### config.mk
export PLATFORM = sky130hd
export DESIGN_NAME = square_wave_voltammetry_sequencer
export DESIGN_NICKNAME = d
export VERILOG_FILES = /design/src/hdl/swv_pkg.sv /design/src/hdl/swv_cfg.sv /design/src/hdl/swv_step.sv /design/src/hdl/square_wave_voltammetry_sequencer.sv
export SDC_FILE = /design/constraint.sdc
export NUM_CORES = 1
export LEC_CHECK = 0
export ABC_AREA = 1
export ABC_CLOCK_PERIOD_IN_PS = 16200
export BUFFER_PORTS_ARGS = -buffer_cell sky130_fd_sc_hd__buf_2
export CAP_MARGIN = 0
export CORE_UTILIZATION = 44
export CTS_CLUSTER_SIZE = 20
export DETAILED_ROUTE_END_ITERATION = 10
export HOLD_SLACK_MARGIN = 0.02
export SLEW_MARGIN = 20
export SYNTH_ARGS = -nofsm -noshare
export SYNTH_HDL_FRONTEND = slang
export SYNTH_SLANG_ARGS = --single-unit
### constraint.sdc
create_clock -name i_clk -period 16.2 [get_ports i_clk]
set_clock_uncertainty 0.2 [all_clocks]
set_input_delay 2.43 -clock i_clk [delete_from_list [all_inputs] [get_ports i_clk]]
set_output_delay 2.43 -clock i_clk [all_outputs]
set_load 0.02 [all_outputs]
### src/hdl/swv_pkg.sv
// Shared types, constants and saturation helpers for the square-wave voltammetry sequencer.
`default_nettype none
package swv_pkg;

    localparam int POT_W   = 20;
    localparam int AMP_W   = 19;
    localparam int CUR_W   = 32;
    localparam int PHASE_W = 32;
    localparam int IDX_W   = 16;
    localparam int ADDR_W  = 4;
    localparam int DATA_W  = 32;

    typedef logic [ADDR_W-1:0] t_addr;

    localparam t_addr ADDR_START = 4'h0;
    localparam t_addr ADDR_STEP  = 4'h4;
    localparam t_addr ADDR_AMP   = 4'h8;
    localparam t_addr ADDR_INC   = 4'hC;

    localparam logic signed [POT_W-1:0] POT_MAX = 20'sh7FFFF;
    localparam logic signed [POT_W-1:0] POT_MIN = 20'sh80000;
    localparam logic signed [CUR_W-1:0] CUR_MAX = 32'sh7FFF_FFFF;
    localparam logic signed [CUR_W-1:0] CUR_MIN = 32'sh8000_0000;
    localparam logic [IDX_W-1:0]        IDX_MAX = 16'hFFFF;
    localparam logic [1:0]              FILL_FULL = 2'd3;
    localparam logic [1:0]              FILL_PEAK = 2'd2;

    typedef struct packed {
        logic signed [POT_W-1:0] start;
        logic signed [POT_W-1:0] step;
        logic [AMP_W-1:0]        amp;
        logic [PHASE_W-1:0]      inc;
    } t_cfg;

    typedef struct packed {
        logic signed [POT_W-1:0] base;
        logic [PHASE_W-1:0]      phase;
        logic                    half_now;
        logic                    half_next;
        logic signed [CUR_W-1:0] held;
        logic [IDX_W-1:0]        count;
        logic signed [CUR_W-1:0] hist0;
        logic signed [CUR_W-1:0] hist1;
        logic [1:0]              fill;
    } t_state;

    typedef struct packed {
        logic signed [POT_W-1:0] applied_potential;
        logic                    record_valid;
        logic signed [CUR_W-1:0] difference_current;
        logic signed [CUR_W-1:0] forward_current;
        logic signed [POT_W-1:0] recorded_base;
        logic [IDX_W-1:0]        period_index;
        logic                    peak_found;
    } t_result;

    // Clamp a one-bit-grown potential back into 20 bits.
    function automatic logic signed [POT_W-1:0] sat_pot(input logic signed [POT_W:0] v);
        logic signed [POT_W-1:0] r;
        if (v[POT_W] != v[POT_W-1]) begin
            r = v[POT_W] ? POT_MIN : POT_MAX;
        end else begin
            r = v[POT_W-1:0];
        end
        return r;
    endfunction

    function automatic logic signed [CUR_W-1:0] sat_cur(input logic signed [CUR_W:0] v);
        logic signed [CUR_W-1:0] r;
        if (v[CUR_W] != v[CUR_W-1]) begin
            r = v[CUR_W] ? CUR_MIN : CUR_MAX;
        end else begin
            r = v[CUR_W-1:0];
        end
        return r;
    endfunction

endpackage
`default_nettype wire

### src/hdl/swv_cfg.sv
// APB-style configuration register file for the sequencer.
`default_nettype none
module swv_cfg
    import swv_pkg::*;
(
    input  wire logic              i_clk,
    input  wire logic              i_rst_n,
    input  wire logic              psel,
    input  wire logic              penable,
    input  wire logic              pwrite,
    input  wire logic [ADDR_W-1:0] paddr,
    input  wire logic [DATA_W-1:0] pwdata,
    output logic      [DATA_W-1:0] prdata,
    output logic                   pready,
    output t_cfg                   o_cfg
);

    t_cfg r_cfg;
    t_cfg n_cfg;
    logic wr_en;

    assign pready = 1'b1;
    assign wr_en  = psel && penable && pwrite;

    always_comb begin
        n_cfg = r_cfg;
        if (wr_en) begin
            case (paddr)
                ADDR_START: n_cfg.start = pwdata[POT_W-1:0];
                ADDR_STEP:  n_cfg.step  = pwdata[POT_W-1:0];
                ADDR_AMP:   n_cfg.amp   = pwdata[AMP_W-1:0];
                ADDR_INC:   n_cfg.inc   = pwdata[PHASE_W-1:0];
                default:    n_cfg = r_cfg;
            endcase
        end
    end

    always_ff @(posedge i_clk) begin
        if (!i_rst_n) begin
            r_cfg <= '0;
        end else begin
            r_cfg <= n_cfg;
        end
    end

    always_comb begin
        case (paddr)
            ADDR_START: prdata = {{(DATA_W-POT_W){1'b0}}, r_cfg.start};
            ADDR_STEP:  prdata = {{(DATA_W-POT_W){1'b0}}, r_cfg.step};
            ADDR_AMP:   prdata = {{(DATA_W-AMP_W){1'b0}}, r_cfg.amp};
            ADDR_INC:   prdata = r_cfg.inc;
            default:    prdata = '0;
        endcase
    end

    assign o_cfg = r_cfg;

endmodule
`default_nettype wire

### src/hdl/swv_step.sv
// Next-state and result logic for one tick of the square-wave sequencer.
`default_nettype none
module swv_step
    import swv_pkg::*;
(
    input  wire t_cfg               i_cfg,
    input  wire t_state             i_state,
    input  wire logic               i_restart,
    input  wire logic signed [CUR_W-1:0] i_current_sample,
    output t_state                  o_state,
    output t_result                 o_result
);

    logic signed [POT_W:0]   base_sum;
    logic signed [POT_W-1:0] base_n;
    logic signed [POT_W:0]   base_x;
    logic signed [POT_W:0]   amp_x;
    logic signed [POT_W-1:0] applied;
    logic [PHASE_W-1:0]      phase_n;
    logic                    hn;
    logic                    hx;
    logic                    hold;
    logic                    rec;
    logic signed [CUR_W-1:0] held;
    logic signed [CUR_W-1:0] h0;
    logic signed [CUR_W-1:0] h1;
    logic signed [CUR_W-1:0] diff;
    logic                    peak;

    assign held = i_state.held;
    assign h0   = i_state.hist0;
    assign h1   = i_state.hist1;

    assign base_sum = {i_state.base[POT_W-1], i_state.base} + {i_cfg.step[POT_W-1], i_cfg.step};
    assign amp_x    = $signed({2'b00, i_cfg.amp});

    always_comb begin
        if (i_restart) begin
            base_n  = i_cfg.start;
            phase_n = '0;
            hn      = 1'b1;
            hx      = 1'b1;
        end else begin
            // Step the staircase on the tick after a low-to-high boundary.
            base_n  = (!i_state.half_now && i_state.half_next) ? sat_pot(base_sum)
                                                               : i_state.base;
            phase_n = i_state.phase + i_cfg.inc;
            hn      = i_state.half_next;
            hx      = !phase_n[PHASE_W-1];
        end
    end

    assign base_x = {base_n[POT_W-1], base_n};

    always_comb begin
        if (i_restart) begin
            applied = base_n;
        end else if (hn) begin
            applied = sat_pot(base_x + amp_x);
        end else begin
            applied = sat_pot(base_x - amp_x);
        end
    end

    assign hold = hn && !hx;
    assign rec  = !hn && hx;
    assign diff = sat_cur({held[CUR_W-1], held} - {i_current_sample[CUR_W-1], i_current_sample});
    assign peak = (i_state.fill >= FILL_PEAK) && (h0 > diff) && (h0 > h1);

    always_comb begin
        o_state           = i_state;
        o_state.base      = base_n;
        o_state.phase     = phase_n;
        o_state.half_now  = hn;
        o_state.half_next = hx;
        if (hold) begin
            o_state.held = i_current_sample;
        end
        if (rec) begin
            o_state.hist0 = diff;
            o_state.hist1 = h0;
            o_state.fill  = (i_state.fill == FILL_FULL) ? FILL_FULL : i_state.fill + 2'd1;
            o_state.count = (i_state.count == IDX_MAX) ? IDX_MAX : i_state.count + 16'd1;
        end
    end

    always_comb begin
        o_result                   = '0;
        o_result.applied_potential = applied;
        if (rec) begin
            o_result.record_valid       = 1'b1;
            o_result.difference_current = diff;
            o_result.forward_current    = held;
            o_result.recorded_base      = base_n;
            o_result.period_index       = i_state.count;
            o_result.peak_found         = peak;
        end
    end

endmodule
`default_nettype wire

### src/hdl/square_wave_voltammetry_sequencer.sv
// Top level of the square-wave voltammetry sequencer.
// Input channel: i_valid / o_stall carry one tick word (restart flag and measured
// current). Output channel: o_valid / i_stall carry one result word per tick: the
// potential to apply and, on a low-to-high boundary, a period record (difference
// and forward current, base potential, period index, peak flag).
// The user must write configuration through the APB-style port only while the block
// is idle; the block itself does not enforce this. A taken word lands in the input
// register, then moves to the result register (which drives the outputs) when that is
// free or being drained. Throughput: one word per clock while the receiver does not stall;
// the sequencer state is updated with a single pass of add, saturate and compare logic
// between the two registers. Reset clears configuration and both valid flags, resets
// sequencer state, and the base potential starts at zero until a restart word loads the
// start potential. When the receiver stalls, the result word holds; the input register
// keeps taking words until it too is full, then o_stall rises.
`default_nettype none
module square_wave_voltammetry_sequencer
    import swv_pkg::*;
(
    input  wire logic                    i_clk,
    input  wire logic                    i_rst_n,
    input  wire logic                    i_valid,
    output logic                         o_stall,
    input  wire logic                    i_restart,
    input  wire logic signed [CUR_W-1:0] i_current_sample,
    output logic                         o_valid,
    input  wire logic                    i_stall,
    output logic signed [POT_W-1:0]      o_applied_potential,
    output logic                         o_record_valid,
    output logic signed [CUR_W-1:0]      o_difference_current,
    output logic signed [CUR_W-1:0]      o_forward_current,
    output logic signed [POT_W-1:0]      o_recorded_base,
    output logic [IDX_W-1:0]             o_period_index,
    output logic                         o_peak_found,
    input  wire logic                    psel,
    input  wire logic                    penable,
    input  wire logic                    pwrite,
    input  wire logic [ADDR_W-1:0]       paddr,
    input  wire logic [DATA_W-1:0]       pwdata,
    output logic [DATA_W-1:0]            prdata,
    output logic                         pready
);

    t_cfg    cfg;
    t_state  r_state;
    t_state  n_state;
    t_result n_out;
    t_result r_out;
    logic    r_out_valid;
    logic    r_in_valid;
    logic    r_restart;
    logic signed [CUR_W-1:0] r_cur;
    logic    advance;
    logic    in_load;

    swv_cfg u_cfg (
        .i_clk   (i_clk),
        .i_rst_n (i_rst_n),
        .psel    (psel),
        .penable (penable),
        .pwrite  (pwrite),
        .paddr   (paddr),
        .pwdata  (pwdata),
        .prdata  (prdata),
        .pready  (pready),
        .o_cfg   (cfg)
    );

    swv_step u_step (
        .i_cfg            (cfg),
        .i_state          (r_state),
        .i_restart        (r_restart),
        .i_current_sample (r_cur),
        .o_state          (n_state),
        .o_result         (n_out)
    );

    // Move the held word on whenever the result register is free or being drained.
    assign advance = r_in_valid && (!r_out_valid || !i_stall);
    assign o_stall = r_in_valid && r_out_valid && i_stall;
    assign in_load = !o_stall;

    always_ff @(posedge i_clk) begin
        if (!i_rst_n) begin
            r_in_valid <= 1'b0;
        end else if (in_load) begin
            r_in_valid <= i_valid;
        end
    end

    always_ff @(posedge i_clk) begin
        if (in_load && i_valid) begin
            r_restart <= i_restart;
            r_cur     <= i_current_sample;
        end
    end

    always_ff @(posedge i_clk) begin
        if (!i_rst_n) begin
            r_state <= '{half_now: 1'b1, half_next: 1'b1, default: '0};
        end else if (advance) begin
            r_state <= n_state;
        end
    end

    always_ff @(posedge i_clk) begin
        if (!i_rst_n) begin
            r_out_valid <= 1'b0;
        end else if (advance) begin
            r_out_valid <= 1'b1;
        end else if (!i_stall) begin
            r_out_valid <= 1'b0;
        end
    end

    always_ff @(posedge i_clk) begin
        if (advance) begin
            r_out <= n_out;
        end
    end

    assign o_valid              = r_out_valid;
    assign o_applied_potential  = r_out.applied_potential;
    assign o_record_valid       = r_out.record_valid;
    assign o_difference_current = r_out.difference_current;
    assign o_forward_current    = r_out.forward_current;
    assign o_recorded_base      = r_out.recorded_base;
    assign o_period_index       = r_out.period_index;
    assign o_peak_found         = r_out.peak_found;

endmodule
`default_nettype wire

==> impl_metrics.json <==
{
  "status": "finished, final reports clean",
  "fin_nets": 3882,
  "drv_cap": 0,
  "timing.slew.headroom": 0.3347,
  "synth_area_um2": 25340,
  "path_buf_inv": 4,
  "rsz0062_at_grt": "false",
  "reg2reg_setup_slack_ps": 10400,
  "gp_congestion": 0.9454,
  "grt.total_usage": 0.2499,
  "root_buffer": "clkbuf_16",
  "min_period_ps": 6883,
  "globalRouteMet3Util": 0.03490,
  "drt-initial-drc-count": 1649,
  "vias_per_cell": 5.126,
  "r2r_start": "u_cfg.o_cfg[51]$_SDFFE_PN0P_",
  "p_leak_nw": 13.08,
  "grt_pass1_vias": 21220,
  "core_um2": 56600,
  "grt_pass1_wl_um": 117200,
  "worstSetupStartpointType": "input port",
  "dp_hpwl_um": 55970,
  "portBuffers": 231,
  "wl_per_cell_um": 16.78,
  "fin_util": 0.5044,
  "post_synth_num_cell_types": 56,
  "final-hold-violation-count": 0,
  "min_to": "r_state[115]$_SDFFE_PN1P_",
  "hold_buffers": 0,
  "crit_path_max_incr_delay_ps": 560,
  "clock_latency_ps": 590,
  "whs_ps": 258.6,
  "fill_cells": 5774,
  "ys_seq_area_frac": 0.3899,
  "yosys.area_share.xor_xnor": 0.02800,
  "dieHeight_um": 242.0,
  "route.detailed.drc": 0,
  "synth_compound_area_frac": 0.1587,
  "fmax_mhz": 145.3,
  "cts_buffers": 47,
  "min_from": "r_state[115]$_SDFFE_PN1P_",
  "setup_tns_ps": 0,
  "final_cell_mix": "nand2_1, nor2_1, inv_1, a21oi_1, o21ai_0",
  "critPathArrivalTime_ps": 4250,
  "synth-adder-area-share": 0.09581,
  "endpoint_kind": "output port",
  "syn-num-nets": 3710,
  "routed_wl_um": 74000,
  "layout-drive-gt1-share": 0.1130,
  "grtUsageMet1": 0.3445,
  "hp-class": "reg2reg",
  "worst_pin_slew_ps": 997.9,
  "cts_tree": "built",
  "vdd_drop_max_mv": 0.08206,
  "overflow": 0,
  "num_vias": 22610,
  "postCtsSetupRepairBufs": 0,
  "crit_family": "buffers and inverters",
  "antenna_found_initial": 2,
  "slew_violations": 0,
  "ys_ff_latch": 416,
  "ant_nets": 0,
  "avgSynthCellArea_um2": 7.359,
  "syn_inst": 3443,
  "finalCritPeriodShare": 0.4249,
  "synthSimpleGateAreaFrac": 0.2390,
  "start_util": 0.4476,
  "worstPathRequired_ps": 13570,
  "clock_sinks": 416,
  "ys_warn_count": 0,
  "synth_top_flop_cell": "dfxtp_1",
  "synth_top_family_by_area": "simple AND/OR/NAND/NOR gates",
  "hold-path-cell-count": 2,
  "total_power_mw": 2.549,
  "async_reset_ff_frac": 0,
  "r2r_end": "o_applied_potential[16]$_DFFE_PP_",
  "cts-htree-levels": 2,
  "crit_type": "in2out",
  "setup_viol_count_final": 0,
  "critPathSlowestCell": "clkinv_1",
  "die_area_um2": 58540,
  "path_max_fanout": 19,
  "cts_buffer_depth": 3,
  "clkTransAtPathRegs_ps": 50,
  "crit_top_cell": "buf_2",
  "cts_resized": 0,
  "areaGrowthSynthToFinish_pct": 12.69,
  "synthMuxAreaShare": 0,
  "grtUsageMet2": 0.4011,
  "first_pass_iters": 5,
  "grt_max_degree": 168,
  "die_width_um": 242.0,
  "synth_edf_count": 155,
  "worstPathCellList": "buf_2, nor2_1, inv_1, nor3_1, clkinv_1, o2111ai_1, buf_2",
  "io_pins": 233,
  "rr_worst_depth": 31,
  "mostFrequentLayoutCell": "nand2_1",
  "num_rows": 87,
  "busiest_layer": "met2",
  "powerDensity_nw_per_um2": 89.28
}
-- worst max path at each step --
stage | from | to | slack [ps] | depth (start not counted)
2_1_floorplan | i_stall | o_applied_potential[0]$_DFFE_PP_ | 9110 | 4
3_3_place_gp | paddr[1] | prdata[13] | 9370 | 7
3_5_place_dp | paddr[1] | prdata[16] | 9410 | 7
4_1_cts | paddr[1] | prdata[16] | 9410 | 7
5_1_grt | paddr[1] | prdata[4] | 9110 | 7
6_report | paddr[1] | prdata[6] | 9320 | 7
-- cell usage after synthesis (14+ instances only) --
master     instances  area share
ha_1             186       0.092
nand3_1          137       0.027
xor2_1            58       0.020
o21ai_0          274       0.054
inv_1            416       0.062
nand2_1          692        0.10
clkbuf_1          71       0.011
o2111ai_1         20      0.0069
or2_2             20      0.0049
xnor2_1           23      0.0080
edfxtp_1         155        0.18
o21bai_1          15      0.0044
buf_2             32      0.0063
o21ai_1           15      0.0030
inv_2             14      0.0021
nor3_1            30      0.0059
a21oi_1          350       0.069
nor2_1           483       0.072
nand4_1           32      0.0079
dfxtp_1          261        0.21
-- flip-flops by register name, summed over array words and instances, names as in the netlist --
register	flops
o_applied_potential	20
o_difference_current	32
o_forward_current	32
o_peak_found	1
o_period_index	16
o_record_valid	1
o_recorded_base	20
o_valid	1
r_cur	32
r_in_valid	1
r_restart	1
r_state	168
u_cfg.o_cfg	91
-- worst register-to-register path: cells and delay by family (launching register included) --
family / cells / cell delay (ps)
and+or+nand+nor: 19 / 2390
adders and majority gates: 3 / 1160
buffers and inverters: 6 / 750
AOI/OAI and AO/OA: 3 / 610
DFF: 1 / 450
-- per-layer routing --
metal | part of all wire | routed length, um | vias to the layer above
met5 | 0.00036 | 27 | -
met4 | 0.030 | 2217 | 4
met3 | 0.049 | 3602 | 120
met2 | 0.45 | 33300 | 568
met1 | 0.47 | 34860 | 10250
li1 | - | - | 11670
-- final cells by class --
class | instances | area, um2 | share of cell area
Antenna cell | 1 | 2.502 | 0.00008765
Clock buffer | 57 | 1235 | 0.04325
Clock inverter | 31 | 292.8 | 0.01025
Inverter | 435 | 1633 | 0.05719
Multi-Input combinational cell | 2468 | 13260 | 0.4644
Sequential cell | 416 | 9879 | 0.3460
Tap cell | 756 | 945.9 | 0.03313
Timing Repair Buffer | 247 | 1304 | 0.04566
-- where the power goes --
part / leakage, nW / switching, mW / total, mW / internal (mW)
Clock: 0.732 / 0.454 / 1.07 / 0.611
Combinational: 8.73 / 0.245 / 0.354 / 0.109
Sequential: 3.62 / 0.0150 / 1.13 / 1.12
Total: 13.1 / 0.714 / 2.55 / 1.84
-- kinds of logic after synthesis --
group,count (synthesis)
xor gates and xnor gates,81
buffers and inverters,559
AOI/OAI and AO/OA,742
DFF,416
other,1
adders and majority gates,191
and+or+nand+nor,1453
-- per-stage QoR --
step | setup slack (ps) | area, um2 | instances
floorplan | 9106 | 25340 | 3443
global placement | 9365 | 26990 | 4321
detailed placement | 9408 | 27000 | 4321
CTS | 9407 | 28530 | 4409
global route | 9106 | 28550 | 4410
finish | 9317 | 28550 | 4411
(Power assumes the default switching activity.)
